$ cat src/hw/rtl/atm_pkg.sv
package atm_pkg;

    localparam logic       ACTION_ACK   = 1'b1;
    localparam logic [1:0] REGION_VALID = 2'd1;
    localparam logic [1:0] REGION_BEGIN = 2'd2;

    localparam int          CMD_DEPTH   = 2;
    localparam int          CMD_PTR_W   = $clog2(CMD_DEPTH);
    localparam int          CMD_CNT_W   = $clog2(CMD_DEPTH + 1);

    localparam int          DVD_W       = 35;
    localparam int          DIV_CNT_W   = $clog2(DVD_W + 1);
    localparam logic [30:0] RATE_MAX    = 31'h7FFF_FFFF;
    localparam logic [31:0] SAT32       = 32'hFFFF_FFFF;

    typedef struct packed {
        logic        action;
        logic        conn_ack_valid;
        logic        history_ack_valid;
        logic        conn_established;
        logic [1:0]  region_code;
        logic [31:0] peer_timestamp;
        logic [29:0] acked_bytes;
    } in_item_t;

    typedef struct packed {
        logic        measure_valid;
        logic [31:0] period_ms;
        logic [31:0] byte_total;
        logic [30:0] rate_kbps;
    } result_t;

    typedef struct packed {
        logic        is_ack;
        logic        qualified;
        logic        begin_region;
        logic [31:0] stamp;
        logic [29:0] acked;
    } cmd_t;

endpackage

$ cat src/hw/rtl/atm_front.sv
module atm_front
(
    input  logic             clk,
    input  logic             rst_n,
    input  logic             push,
    output logic             full,
    input  atm_pkg::in_item_t item,
    output logic             cmd_valid,
    input  logic             cmd_take,
    output atm_pkg::cmd_t    cmd
);

    atm_pkg::cmd_t                  slot_reg [atm_pkg::CMD_DEPTH];
    logic [atm_pkg::CMD_PTR_W-1:0]  wr_ptr_reg;
    logic [atm_pkg::CMD_PTR_W-1:0]  rd_ptr_reg;
    logic [atm_pkg::CMD_CNT_W-1:0]  count_reg;
    logic [atm_pkg::CMD_CNT_W-1:0]  count_next;
    atm_pkg::cmd_t                  classified;
    logic                           wr_en;
    logic                           rd_en;

    // classify the incoming event
    always_comb
    begin
        classified.is_ack       = (item.action == atm_pkg::ACTION_ACK);
        classified.qualified    = item.conn_ack_valid && item.history_ack_valid &&
                                  item.conn_established &&
                                  ((item.region_code == atm_pkg::REGION_VALID) ||
                                   (item.region_code == atm_pkg::REGION_BEGIN));
        classified.begin_region = (item.region_code == atm_pkg::REGION_BEGIN);
        classified.stamp        = item.peer_timestamp;
        classified.acked        = item.acked_bytes;
    end

    assign full      = (count_reg == atm_pkg::CMD_CNT_W'(atm_pkg::CMD_DEPTH));
    assign cmd_valid = (count_reg != '0);
    assign cmd       = slot_reg[rd_ptr_reg];
    assign wr_en     = push && !full;
    assign rd_en     = cmd_take && cmd_valid;

    always_comb
    begin
        count_next = count_reg;
        if (wr_en && !rd_en)
        begin
            count_next = count_reg + 1'b1;
        end
        else if (!wr_en && rd_en)
        begin
            count_next = count_reg - 1'b1;
        end
    end

    always_ff @(posedge clk or negedge rst_n)
    begin
        if (!rst_n)
        begin
            wr_ptr_reg <= '0;
            rd_ptr_reg <= '0;
            count_reg  <= '0;
        end
        else
        begin
            if (wr_en)
            begin
                wr_ptr_reg <= wr_ptr_reg + 1'b1;
            end
            if (rd_en)
            begin
                rd_ptr_reg <= rd_ptr_reg + 1'b1;
            end
            count_reg <= count_next;
        end
    end

    always_ff @(posedge clk)
    begin
        if (wr_en)
        begin
            slot_reg[wr_ptr_reg] <= classified;
        end
    end

endmodule

$ cat src/hw/rtl/atm_div.sv
module atm_div
(
    input  logic                        clk,
    input  logic                        rst_n,
    input  logic                        start,
    input  logic [atm_pkg::DVD_W-1:0]   dividend,
    input  logic [31:0]                 divisor,
    output logic                        done,
    output logic [atm_pkg::DVD_W-1:0]   quotient
);

    logic [31:0]                    rem_reg;
    logic [atm_pkg::DVD_W-1:0]      dvd_reg;
    logic [atm_pkg::DVD_W-1:0]      quo_reg;
    logic [31:0]                    dsr_reg;
    logic [atm_pkg::DIV_CNT_W-1:0]  cnt_reg;
    logic                           busy_reg;
    logic                           done_reg;
    logic [32:0]                    shifted;
    logic [32:0]                    diff;
    logic                           fits;

    assign shifted = {rem_reg, dvd_reg[atm_pkg::DVD_W-1]};
    assign fits    = (shifted >= {1'b0, dsr_reg});
    assign diff    = shifted - {1'b0, dsr_reg};

    assign done     = done_reg;
    assign quotient = quo_reg;

    always_ff @(posedge clk or negedge rst_n)
    begin
        if (!rst_n)
        begin
            busy_reg <= 1'b0;
            done_reg <= 1'b0;
            cnt_reg  <= '0;
        end
        else
        begin
            done_reg <= 1'b0;
            if (start)
            begin
                busy_reg <= 1'b1;
                cnt_reg  <= atm_pkg::DIV_CNT_W'(atm_pkg::DVD_W);
            end
            else if (busy_reg)
            begin
                cnt_reg <= cnt_reg - 1'b1;
                if (cnt_reg == atm_pkg::DIV_CNT_W'(1))
                begin
                    busy_reg <= 1'b0;
                    done_reg <= 1'b1;
                end
            end
        end
    end

    // one quotient bit per cycle, restoring
    always_ff @(posedge clk)
    begin
        if (start)
        begin
            rem_reg <= '0;
            dvd_reg <= dividend;
            quo_reg <= '0;
            dsr_reg <= divisor;
        end
        else if (busy_reg)
        begin
            rem_reg <= fits ? diff[31:0] : shifted[31:0];
            dvd_reg <= {dvd_reg[atm_pkg::DVD_W-2:0], 1'b0};
            quo_reg <= {quo_reg[atm_pkg::DVD_W-2:0], fits};
        end
    end

endmodule

$ cat src/hw/rtl/atm_back.sv
module atm_back
(
    input  logic              clk,
    input  logic              rst_n,
    input  logic              cmd_valid,
    output logic              cmd_take,
    input  atm_pkg::cmd_t     cmd,
    output logic              empty,
    input  logic              pop,
    output atm_pkg::result_t  result
);

    typedef enum logic [2:0] {
        S_IDLE = 3'b001,
        S_DIV  = 3'b010,
        S_DONE = 3'b100
    } state_t;

    state_t            state_reg;
    state_t            state_next;
    logic [31:0]       prev_stamp_reg;
    logic [31:0]       prev_stamp_next;
    logic [31:0]       held_bytes_reg;
    logic [31:0]       held_bytes_next;
    logic [31:0]       kept_period_reg;
    logic [31:0]       kept_period_next;
    logic [31:0]       kept_bytes_reg;
    logic [31:0]       kept_bytes_next;
    logic              have_measure_reg;
    logic              have_measure_next;
    logic              out_valid_reg;
    atm_pkg::result_t  result_reg;
    atm_pkg::result_t  result_new;
    logic [31:0]       prev_eff;
    logic [31:0]       diff;
    logic [32:0]       sum;
    logic [31:0]       sum_sat;
    logic              div_start;
    logic              div_done;
    logic [atm_pkg::DVD_W-1:0] quotient;
    logic              slot_free;
    logic              out_write;

    assign prev_eff = cmd.begin_region ? 32'd0 : prev_stamp_reg;
    assign diff     = cmd.stamp - prev_eff;
    assign sum      = {1'b0, held_bytes_reg} + {3'b000, cmd.acked};
    assign sum_sat  = sum[32] ? atm_pkg::SAT32 : sum[31:0];

    // state update for one event
    always_comb
    begin
        prev_stamp_next   = prev_stamp_reg;
        held_bytes_next   = held_bytes_reg;
        kept_period_next  = kept_period_reg;
        kept_bytes_next   = kept_bytes_reg;
        have_measure_next = 1'b0;
        if (cmd.is_ack)
        begin
            if (!cmd.qualified || (cmd.stamp == 32'd0) ||
                ((prev_eff != 32'd0) && (cmd.stamp < prev_eff)))
            begin
                kept_period_next = 32'd1;
                kept_bytes_next  = 32'd0;
                prev_stamp_next  = 32'd0;
            end
            else
            begin
                prev_stamp_next = cmd.stamp;
                if (prev_eff == 32'd0)
                begin
                    kept_period_next = 32'd1;
                    kept_bytes_next  = 32'd0;
                end
                else if (diff == 32'd0)
                begin
                    held_bytes_next = sum_sat;
                end
                else
                begin
                    have_measure_next = 1'b1;
                    kept_period_next  = diff;
                    kept_bytes_next   = sum_sat;
                    held_bytes_next   = 32'd0;
                end
            end
        end
    end

    assign slot_free = !out_valid_reg || pop;
    assign cmd_take  = (state_reg == S_IDLE) && cmd_valid;
    assign div_start = cmd_take && have_measure_next;
    assign out_write = (state_reg == S_DONE) && slot_free;

    always_comb
    begin
        state_next = state_reg;
        unique case (state_reg)
            S_IDLE:
            begin
                if (cmd_valid)
                begin
                    state_next = have_measure_next ? S_DIV : S_DONE;
                end
            end
            S_DIV:
            begin
                if (div_done)
                begin
                    state_next = S_DONE;
                end
            end
            S_DONE:
            begin
                if (slot_free)
                begin
                    state_next = S_IDLE;
                end
            end
            default:
            begin
                state_next = S_IDLE;
            end
        endcase
    end

    always_comb
    begin
        result_new = '0;
        if (have_measure_reg)
        begin
            result_new.measure_valid = 1'b1;
            result_new.period_ms     = kept_period_reg;
            result_new.byte_total    = kept_bytes_reg;
            result_new.rate_kbps     = (quotient[atm_pkg::DVD_W-1:31] != '0) ?
                                       atm_pkg::RATE_MAX : quotient[30:0];
        end
    end

    atm_div u_div
    (
        .clk      (clk),
        .rst_n    (rst_n),
        .start    (div_start),
        .dividend ({kept_bytes_next, 3'b000}),
        .divisor  (kept_period_next),
        .done     (div_done),
        .quotient (quotient)
    );

    always_ff @(posedge clk or negedge rst_n)
    begin
        if (!rst_n)
        begin
            state_reg        <= S_IDLE;
            prev_stamp_reg   <= 32'd0;
            held_bytes_reg   <= 32'd0;
            kept_period_reg  <= 32'd1;
            kept_bytes_reg   <= 32'd0;
            have_measure_reg <= 1'b0;
            out_valid_reg    <= 1'b0;
        end
        else
        begin
            state_reg <= state_next;
            if (cmd_take)
            begin
                prev_stamp_reg   <= prev_stamp_next;
                held_bytes_reg   <= held_bytes_next;
                kept_period_reg  <= kept_period_next;
                kept_bytes_reg   <= kept_bytes_next;
                have_measure_reg <= have_measure_next;
            end
            if (out_write)
            begin
                out_valid_reg <= 1'b1;
            end
            else if (pop)
            begin
                out_valid_reg <= 1'b0;
            end
        end
    end

    always_ff @(posedge clk)
    begin
        if (out_write)
        begin
            result_reg <= result_new;
        end
    end

    assign empty  = !out_valid_reg;
    assign result = result_reg;

endmodule

$ cat src/hw/rtl/ack_timestamp_throughput_meter.sv
// throughput meter driven by send and ack events carrying peer timestamps
//
// input queue: drive item and raise push; a transfer happens on a clock
// edge with push high and full low. a two-entry queue holds classified
// events ahead of the execution side.
// result queue: while empty is low the oldest result sits on result; raise
// pop to take it. one result comes out for every event.
// event path: an event goes from the input queue through the execution
// state machine to the result register; when a measurement is valid it
// also passes through the 35-step one-bit-per-cycle divider that forms
// the kbps rate. the execution side takes no new event until it has
// written the result of the last; the divider is the limiting unit.
// reset: rst_n low clears the queues and the measurement state (no stamp
// held, no deferred bytes, period one, not valid).
// stall: a result waits in its output register until popped; the execution
// side stops once it holds its next result, and the input queue then fills
// and raises full.
module ack_timestamp_throughput_meter
(
    input  logic              clk,
    input  logic              rst_n,
    input  logic              push,
    output logic              full,
    input  atm_pkg::in_item_t item,
    output logic              empty,
    input  logic              pop,
    output atm_pkg::result_t  result
);

    logic          cmd_valid;
    logic          cmd_take;
    atm_pkg::cmd_t cmd;

    atm_front u_front
    (
        .clk       (clk),
        .rst_n     (rst_n),
        .push      (push),
        .full      (full),
        .item      (item),
        .cmd_valid (cmd_valid),
        .cmd_take  (cmd_take),
        .cmd       (cmd)
    );

    atm_back u_back
    (
        .clk       (clk),
        .rst_n     (rst_n),
        .cmd_valid (cmd_valid),
        .cmd_take  (cmd_take),
        .cmd       (cmd),
        .empty     (empty),
        .pop       (pop),
        .result    (result)
    );

endmodule
$ cat config.mk
export PLATFORM = sky130hd
export DESIGN_NAME = ack_timestamp_throughput_meter
export DESIGN_NICKNAME = d
export VERILOG_FILES = /design/src/hw/rtl/atm_pkg.sv /design/src/hw/rtl/atm_front.sv /design/src/hw/rtl/atm_div.sv /design/src/hw/rtl/atm_back.sv /design/src/hw/rtl/ack_timestamp_throughput_meter.sv
export SDC_FILE = /design/constraint.sdc
export NUM_CORES = 1
export LEC_CHECK = 0
export ABC_AREA = 1
export BUFFER_PORTS_ARGS = -buffer_cell sky130_fd_sc_hd__clkbuf_2
export CORE_MARGIN = 1.5
export CORE_UTILIZATION = 45
export CTS_CLUSTER_DIAMETER = 30
export CTS_CLUSTER_SIZE = 10
export DETAILED_ROUTE_END_ITERATION = 7
export PLACE_DENSITY_LB_ADDON = 0.08
export SYNTH_ARGS = -nofsm -noshare
export SYNTH_HDL_FRONTEND = slang
export SYNTH_SLANG_ARGS = --single-unit
$ cat constraint.sdc
create_clock -name clk -period 9.61 [get_ports clk]
set_clock_uncertainty 0.15 [all_clocks]
set_input_delay 1.922 -clock clk [delete_from_list [all_inputs] [get_ports clk]]
set_output_delay 1.922 -clock clk [all_outputs]
set_load 0.005 [all_outputs]
==> results.md, run 1 <==
* Status: finished, violations left
* Violated checks: design-rule violations
* Root buf cell: clkbuf_16
* WP data arrival at 6.24 ns
* Initial antenna violation count at 0
* #FFs+latches synth at 502
* CP max stage cell: nor2_4
* Final hold slack at 0.3096 ns
* Critical Path Most Common Cell: nand2_1
* First-pass GRT wire length at 115,700 um
* Layout cell share with drive strength beyond 1 at 12.86%
* Via count at 22,245
* Antenna cells at 0
* Clock sinks at 502
* Port buffer count at 169
* Netlist cell types at 51
* Hold Violations, Final at 0
* Synth top cells by count: 997 x nand2_1, 474 x inv_1, 290 x edfxtp_1
* Inst Count DP at 4,135
* Initial Util at 45.69%
* CP required at 9.84 ns
* Cell row count at 89
* Mapped Area at 0.02706 mm^2
* Top-area cell type share of the netlist area at 32.18%
* Remaining antenna violation count after routing at 0
* Initial DRC Count at 1,646
* Max reg flops at 130
* Worst slack, placed at 3.526 ns
* Via-per-instance ratio at 5.123
* Setup violators final at 0
* Worst-margin pin slew at 1.204 ns
* Die Span Y at 248.2 um
* Async S/R FF share, synth at 28.88%
* Vias in the first global route at 21,211
* Htree depth at 3
* Mapped Nets at 3,472
* Worst vdd ir at 0.2752 mV
* Top_reg_cell synth: edfxtp_1
* Worst Hold Class: flop to flop
* Total gr overflow at 0
* Placer congestion estimate at 0.9171
* P&R area growth vs syn at 19.56%
* Post-Layout Cell Count at 4,342
* Cts hold-fix bufs at 0
* Fill cells at 5,644
* DRT Wirelength at 72,800 um
* Final period utilization at 62.56%
* Final max-slew violation count at 0
* EDFF count, synth at 290
* 1st-pass router iterations at 7
* Ys Warns at 0
* CP Cell Sequence: inv_2 -> nand2_1 -> nand2_1 -> inv_2 -> nand2_1 -> ha_1 -> nand2_1 -> nor2_2 -> inv_2 -> nor3_2 -> and2_1 -> nand2_1 -> nand3_1 -> nand2_1 -> nor2_1 -> nand2_1 -> nor2_4 -> nand3_4 -> nand2_4 -> clkinv_2 -> buf_4 -> nor2_1 -> a21oi_1
* Syn Inst Count at 3,298
* Max Freq at 166.3 MHz
* Largest net degree at the start of global routing at 98
* Max-cap viol count at 0
* WS Path Type: flop to flop
* NumNets Final at 3,647
* Post-route minimum period at 6.012 ns
* Aggregate negative setup slack at 0 ns
* Boundary pin count at 170
* Peak per-stage delay on the critical path at 0.67 ns
* Placed cell areas at 0.02851 mm^2
* Yosys top cell by area: edfxtp_1
* CTS resizes at 0
* Cell area after layout at 0.03236 mm^2
* Setup crit end kind: flop
* Synth area leaders: edfxtp_1 32%, nand2_1 14%, dfrtp_1 13%
* Worst-path fanout max at 46
* Final WS setup at 3.598 ns
* Post-CTS setup buffer count at 0
* Cell Pwr Density at 386.6 mW/mm^2
* Startpoint types: flop
* Clock Latency Late Sink at 0.66 ns
* Avg WL per Cell at 16.77 um
* RSZ-0062 raised after global routing: false
* # DRC at 7
* Sequential fraction of the synthesis area at 50.55%
* Synthesized area per cell at 8.206 um^2
* Reg clk slew, reported paths at 0.05 ns
* Area of the die at 0.06162 mm^2
* Core area at 0.05924 mm^2
* CTS buffer count at 109
* CTS tree: yes
* HPWL Detailed at 51,640 um
* Static Leak at 15.47 nW
* CTS max path bufs at 3
* Tot GR Track Use at 23.87%
* Rel. slew slack at 19.47%
* Most numerous cell in the Yosys netlist: nand2_1
* Die width at 248.2 um
## kinds of logic after synthesis
kind of cell / share of synthesized area, %
compound gates: 10.57
xor+xnor: 1.877
fa+ha+maj: 4.799
buf+inv: 9.070
flops: 50.55
mux: 0.03699
simple gates: 23.10
## metal layers
layer  GRT usage (%)  vias to the layer above  wire, um
li1                -                    11151         -
met2           35.92                      625     32040
met1           35.10                    10349     35120
met3           3.900                      120      3844
met5               0                        -         0
met4           7.495                        0      1795
## critical path, delay by kind of cell, from the launching register on
| kind | cells | cell delay (ns) |
|---|---|---|
| AND/OR/NAND/NOR | 16 | 2.95 |
| flip-flops | 1 | 0.36 |
| adder cells (fa/ha/maj) | 1 | 0.46 |
| AO/OA/AOI/OAI | 1 | 0.05 |
| buffers and inverters | 5 | 1.69 |
## area by class of cell
class	instances	area, um^2	share of cell area [%]
sequential	502	13680	42.28
multi-input combinational	2170	10980	33.93
clock buffer	138	2988	9.233
inverter	502	1886	5.827
timing repair buffer	188	994.7	3.074
tap	773	967.2	2.989
clock inverter	69	860.8	2.660
## metrics by stage
step / util, % / total power [W]
finish: 54.62 / 0.01251
global route: 54.62 / 0.01345
CTS: 54.62 / 0.01258
floorplan: - / 0.007181
global placement: 48.13 / 0.008641
detailed placement: 48.13 / 0.008699
## cells in the final DEF (no fill, tap or decap), types with 8 or more instances in the layout
master / n
a21o_1: 10
clkbuf_8: 13
or2_2: 23
dfxtp_1: 67
clkbuf_2: 168
nor2_1: 200
nand3b_1: 11
nand3_1: 169
bufinv_16: 13
o21ai_1: 26
dfrtp_1: 141
clkinv_2: 14
inv_1: 474
o21ai_0: 192
o31ai_1: 34
a31oi_1: 8
xnor2_1: 23
inv_6: 14
clkinv_1: 12
nand2_1: 995
o211ai_1: 8
o22ai_1: 41
o21bai_1: 34
nor2_4: 8
edfxtp_1: 290
nand4_1: 61
clkbuf_1: 15
clkbuf_16: 110
inv_2: 21
ha_1: 99
clkinvlp_4: 13
xor2_1: 35
nor3_1: 15
a21oi_1: 124
buf_4: 19
a21oi_2: 10
## power breakdown
group	switching (W)	internal, W
Combinational	0.00363	0.00166
Sequential	0.000326	0.00308
Clock	0.00126	0.00256
Total	0.00522	0.00730
## worst paths after layout
kind | endpoint | startpoint | slack [ns] | depth (start not counted)
max in group asynchronous | u_front.rd_ptr_reg | rst_n | 7.03 | 2
max | u_back.u_div.dvd_reg[19] | u_front.rd_ptr_reg | 3.60 | 23
min reg2reg | u_back.u_div.quotient[14] | u_back.u_div.quotient[14] | 0.31 | 2
min in group asynchronous | u_back.kept_period_reg[8] | rst_n | 1.09 | 1
min | u_back.u_div.quotient[14] | u_back.u_div.quotient[14] | 0.31 | 2
max reg2reg | u_back.u_div.dvd_reg[19] | u_front.rd_ptr_reg | 3.60 | 23
Note: power is estimated with default switching activity, not from simulation.
==> run 2, diff against run 1 <==
==> constraint.sdc (replaced) <==
create_clock -name clk -period 5.43 [get_ports clk]
set_clock_uncertainty 0.15 [all_clocks]
set_input_delay 1.086 -clock clk [delete_from_list [all_inputs] [get_ports clk]]
set_output_delay 1.086 -clock clk [all_outputs]
set_load 0.005 [all_outputs]
==> run 2 against run 1 <==
The run still ends with design-rule violations left. Hold slack worse by 0.0015 ns. First-iteration DRC count fell by 2.1%. Critical path type unchanged. Clock power up 84%. Setup slack worse by 2.9 ns. Fmax grew 28%. Core utilization is 0.53 points higher. Register-to-register slack worse by 2.9 ns. Highest routed layer unchanged. Final cell count increased by 0.44%. Largest power group unchanged.
==> results.md, run 2 (synthesis results as in run 1) <==
* Cell row count at 89 (unchanged)
* HPWL Detailed at 51,960 um (+0.63%)
* CP max stage cell: dfrtp_2
* Net Sw Power at 0.009286 W (+78%)
* Cell area after layout at 0.03268 mm^2 (+0.98%)
* 1st-pass router iterations at 8 (+1)
* Sequential power share at 26.7% (-0.5 points)
* Startpoint types: flop
* Aggregate negative setup slack at 0 ns (unchanged)
* Reg2Reg Launch Point: u_front.rd_ptr_reg
* Die width at 248.2 um (unchanged)
* Initial DRC Count at 1,611 (-2.1%)
* Static Leak at 15.65 nW (+1.1%)
* Most common cell after layout, fill and taps aside: nand2_1
* Tot GR Track Use at 23.95% (+0.081 points)
* Peak per-stage delay on the critical path at 0.42 ns (-0.25 ns)
* # DRC at 8 (+1)
* First-pass GRT wire length at 115,900 um (+0.22%)
* Root buf cell: clkbuf_16
* Post-route minimum period at 4.684 ns (-1.328 ns)
* Comb pwr share at 42.2% (about the same)
* Worst vdd ir at 0.4484 mV (+63%)
* Core area at 0.05924 mm^2 (unchanged)
* WP data arrival at 5.13 ns (-1.11 ns)
* Setup violators final at 0 (unchanged)
* Boundary pin count at 170 (unchanged)
* DRT Wirelength at 73,240 um (+0.61%)
* Layout cell share with drive strength beyond 1 at 13.41% (+0.55 points)
* Worst R2R Setup Slack at 0.75 ns (-2.85 ns)
* Remaining antenna violation count after routing at 0 (unchanged)
* Multi-input logic area at 0.01097 mm^2 (about the same)
* Rel. slew slack at 33.48% (+14 points)
* Switching Fraction at 41.24% (-0.45 points)
* Status: finished, violations left
* Int Pwr at 0.01323 W (+81%)
* Placed cell areas at 0.02868 mm^2 (+0.60%)
* Post-Layout Cell Count at 4,361 (+0.44%)
* CP Cell Sequence: buf_4 -> o21ai_0 -> inv_1 -> ha_1 -> nand2_2 -> nor2_2 -> nand3_1 -> nand3_1 -> nand3_1 -> nand3_1 -> nand2_1 -> nor2_1 -> nand2_1 -> nor2_4 -> nand3_4 -> nand2_4 -> nand2_2 -> inv_2 -> buf_12 -> nand2_1 -> nand2_1
* Area of the die at 0.06162 mm^2 (unchanged)
* Max-cap viol count at 0 (unchanged)
* Post-CTS setup buffer count at 0 (unchanged)
* Worst Hold Class: input pin to async pin
* Violated checks: design-rule violations
* Die Span Y at 248.2 um (unchanged)
* RSZ-0062 raised after global routing: false
* Inst Count DP at 4,147 (+0.29%)
* Htree depth at 3 (unchanged)
* Reg clk slew, reported paths at 0.05 ns (about the same)
* Clk pwr share at 31.1% (+0.6 points)
* R2R cell count at 21 (-8.7%)
* Max Freq at 213.5 MHz (+28%)
* Final period utilization at 86.27% (+24 points)
* WS Path Type: flop to flop
* P&R area growth vs syn at 20.73%
* Max reg flops at 130 (unchanged)
* CTS buffer count at 112 (+2.8%)
* Worst-margin pin slew at 0.9955 ns (-0.2083 ns)
* Clock sinks at 502 (unchanged)
* Placer congestion estimate at 0.9089 (-0.89%)
* Cts hold-fix bufs at 0 (unchanged)
* Avg WL per Cell at 16.80 um (+0.17%)
* CTS resizes at 0 (unchanged)
* Worst-path fanout max at 36 (-22%)
* Final max-slew violation count at 0 (unchanged)
* Cell Pwr Density at 689.0 mW/mm^2 (+78%)
* Port buffer count at 169 (unchanged)
* Largest net degree at the start of global routing at 98 (unchanged)
* CTS max path bufs at 3 (unchanged)
* NumNets Final at 3,662 (+0.41%)
* Setup crit end kind: flop
* Hold Violations, Final at 0 (unchanged)
* Commonest cells after routing, fill and taps aside: 995 x nand2_1, 474 x inv_1, 290 x edfxtp_1
* Initial antenna violation count at 1 (+1)
* Via count at 22,374 (+0.58%)
* Total gr overflow at 0 (unchanged)
* Initial Util at 45.69% (unchanged)
* Via-per-instance ratio at 5.130 (+0.14%)
* CTS tree: yes
* Vias in the first global route at 21,417 (+0.97%)
* CP required at 5.87 ns (-3.97 ns)
* Clock Latency Late Sink at 0.66 ns (about the same)
* Register area at 0.01368 mm^2 (unchanged)
* Fill cells at 5,557 (-1.5%)
* Reg-to-reg endpoint: u_back.u_div.quotient[4]
run 2: cell types whose count changed in the layout (fill, tap and decap cells not counted), sizes merged:
| cell | change |
|---|---|
| buf | +12 |
| inv | -9 |
| clkinv | +7 |
| bufinv | +4 |
| clkbuf | +3 |
| clkinvlp | +1 |
| diode | +1 |
run 2: through the flow:
stage	power (W)	worst slack, ns	util [%]	hold slack [ns]
2_1_floorplan	0.01270	0.8237	-	0.2731
3_3_place_gp	0.01538	0.8641	48.41	0.2996
3_5_place_dp	0.01548	0.8128	48.41	0.3029
4_1_cts	0.02259	0.7878	55.15	0.3095
5_1_grt	0.02417	0.3972	55.16	0.3307
6_report	0.02251	0.7456	55.16	0.3080
run 2: layout make-up:
class	instances	area share (%)
Multi-Input combinational cell	2170	33.58
Timing Repair Buffer	200	3.588
Clock buffer	141	9.339
Tap cell	773	2.960
Sequential cell	502	41.87
Antenna cell	1	0.007658
Inverter	502	5.770
Clock inverter	72	2.879
run 2: how the worst max path moves through the flow:
stage,to,slack [ns],depth (start not counted),startpoint
finish,u_back.u_div.quotient[4],0.75,21,u_front.rd_ptr_reg
global route,u_back.u_div.rem_reg[7],0.40,23,u_front.rd_ptr_reg
CTS,u_back.u_div.quotient[4],0.79,21,u_front.rd_ptr_reg
detailed placement,u_back.u_div.rem_reg[4],0.81,21,u_front.rd_ptr_reg
global placement,u_back.u_div.quotient[0],0.86,21,u_front.rd_ptr_reg
floorplan,u_front.slot_reg[1][0],0.82,2,push
run 2: power by group through the flow:
| stage | Sequential (W) | Clock, W | Combinational [W] |
|---|---|---|---|
| 3_3_place_gp | 0.00603 | 0 | 0.00935 |
| 4_1_cts | 0.00600 | 0.00710 | 0.00948 |
| 6_report | 0.00600 | 0.00701 | 0.00951 |
| 5_1_grt | 0.00612 | 0.00731 | 0.0107 |
| 2_1_floorplan | 0.00589 | 0 | 0.00680 |
| 3_5_place_dp | 0.00606 | 0 | 0.00942 |
run 2: metal layers:
metal	wire length, um	global-route usage (%)	vias to the layer above
met5	0	0	-
met4	1596	7.477	0
met3	4031	3.598	115
met2	32370	36.61	635
met1	35250	34.91	10438
li1	-	-	11186
run 2: critical path: cells and delay by family (launching register included):
| kind | cells | cell delay, ns |
|---|---|---|
| adders and majority gates | 1 | 0.41 |
| and+or+nand+nor | 15 | 2.24 |
| AOI/OAI and AO/OA | 1 | 0.40 |
| buffers and inverters | 4 | 1.00 |
| DFF | 1 | 0.42 |
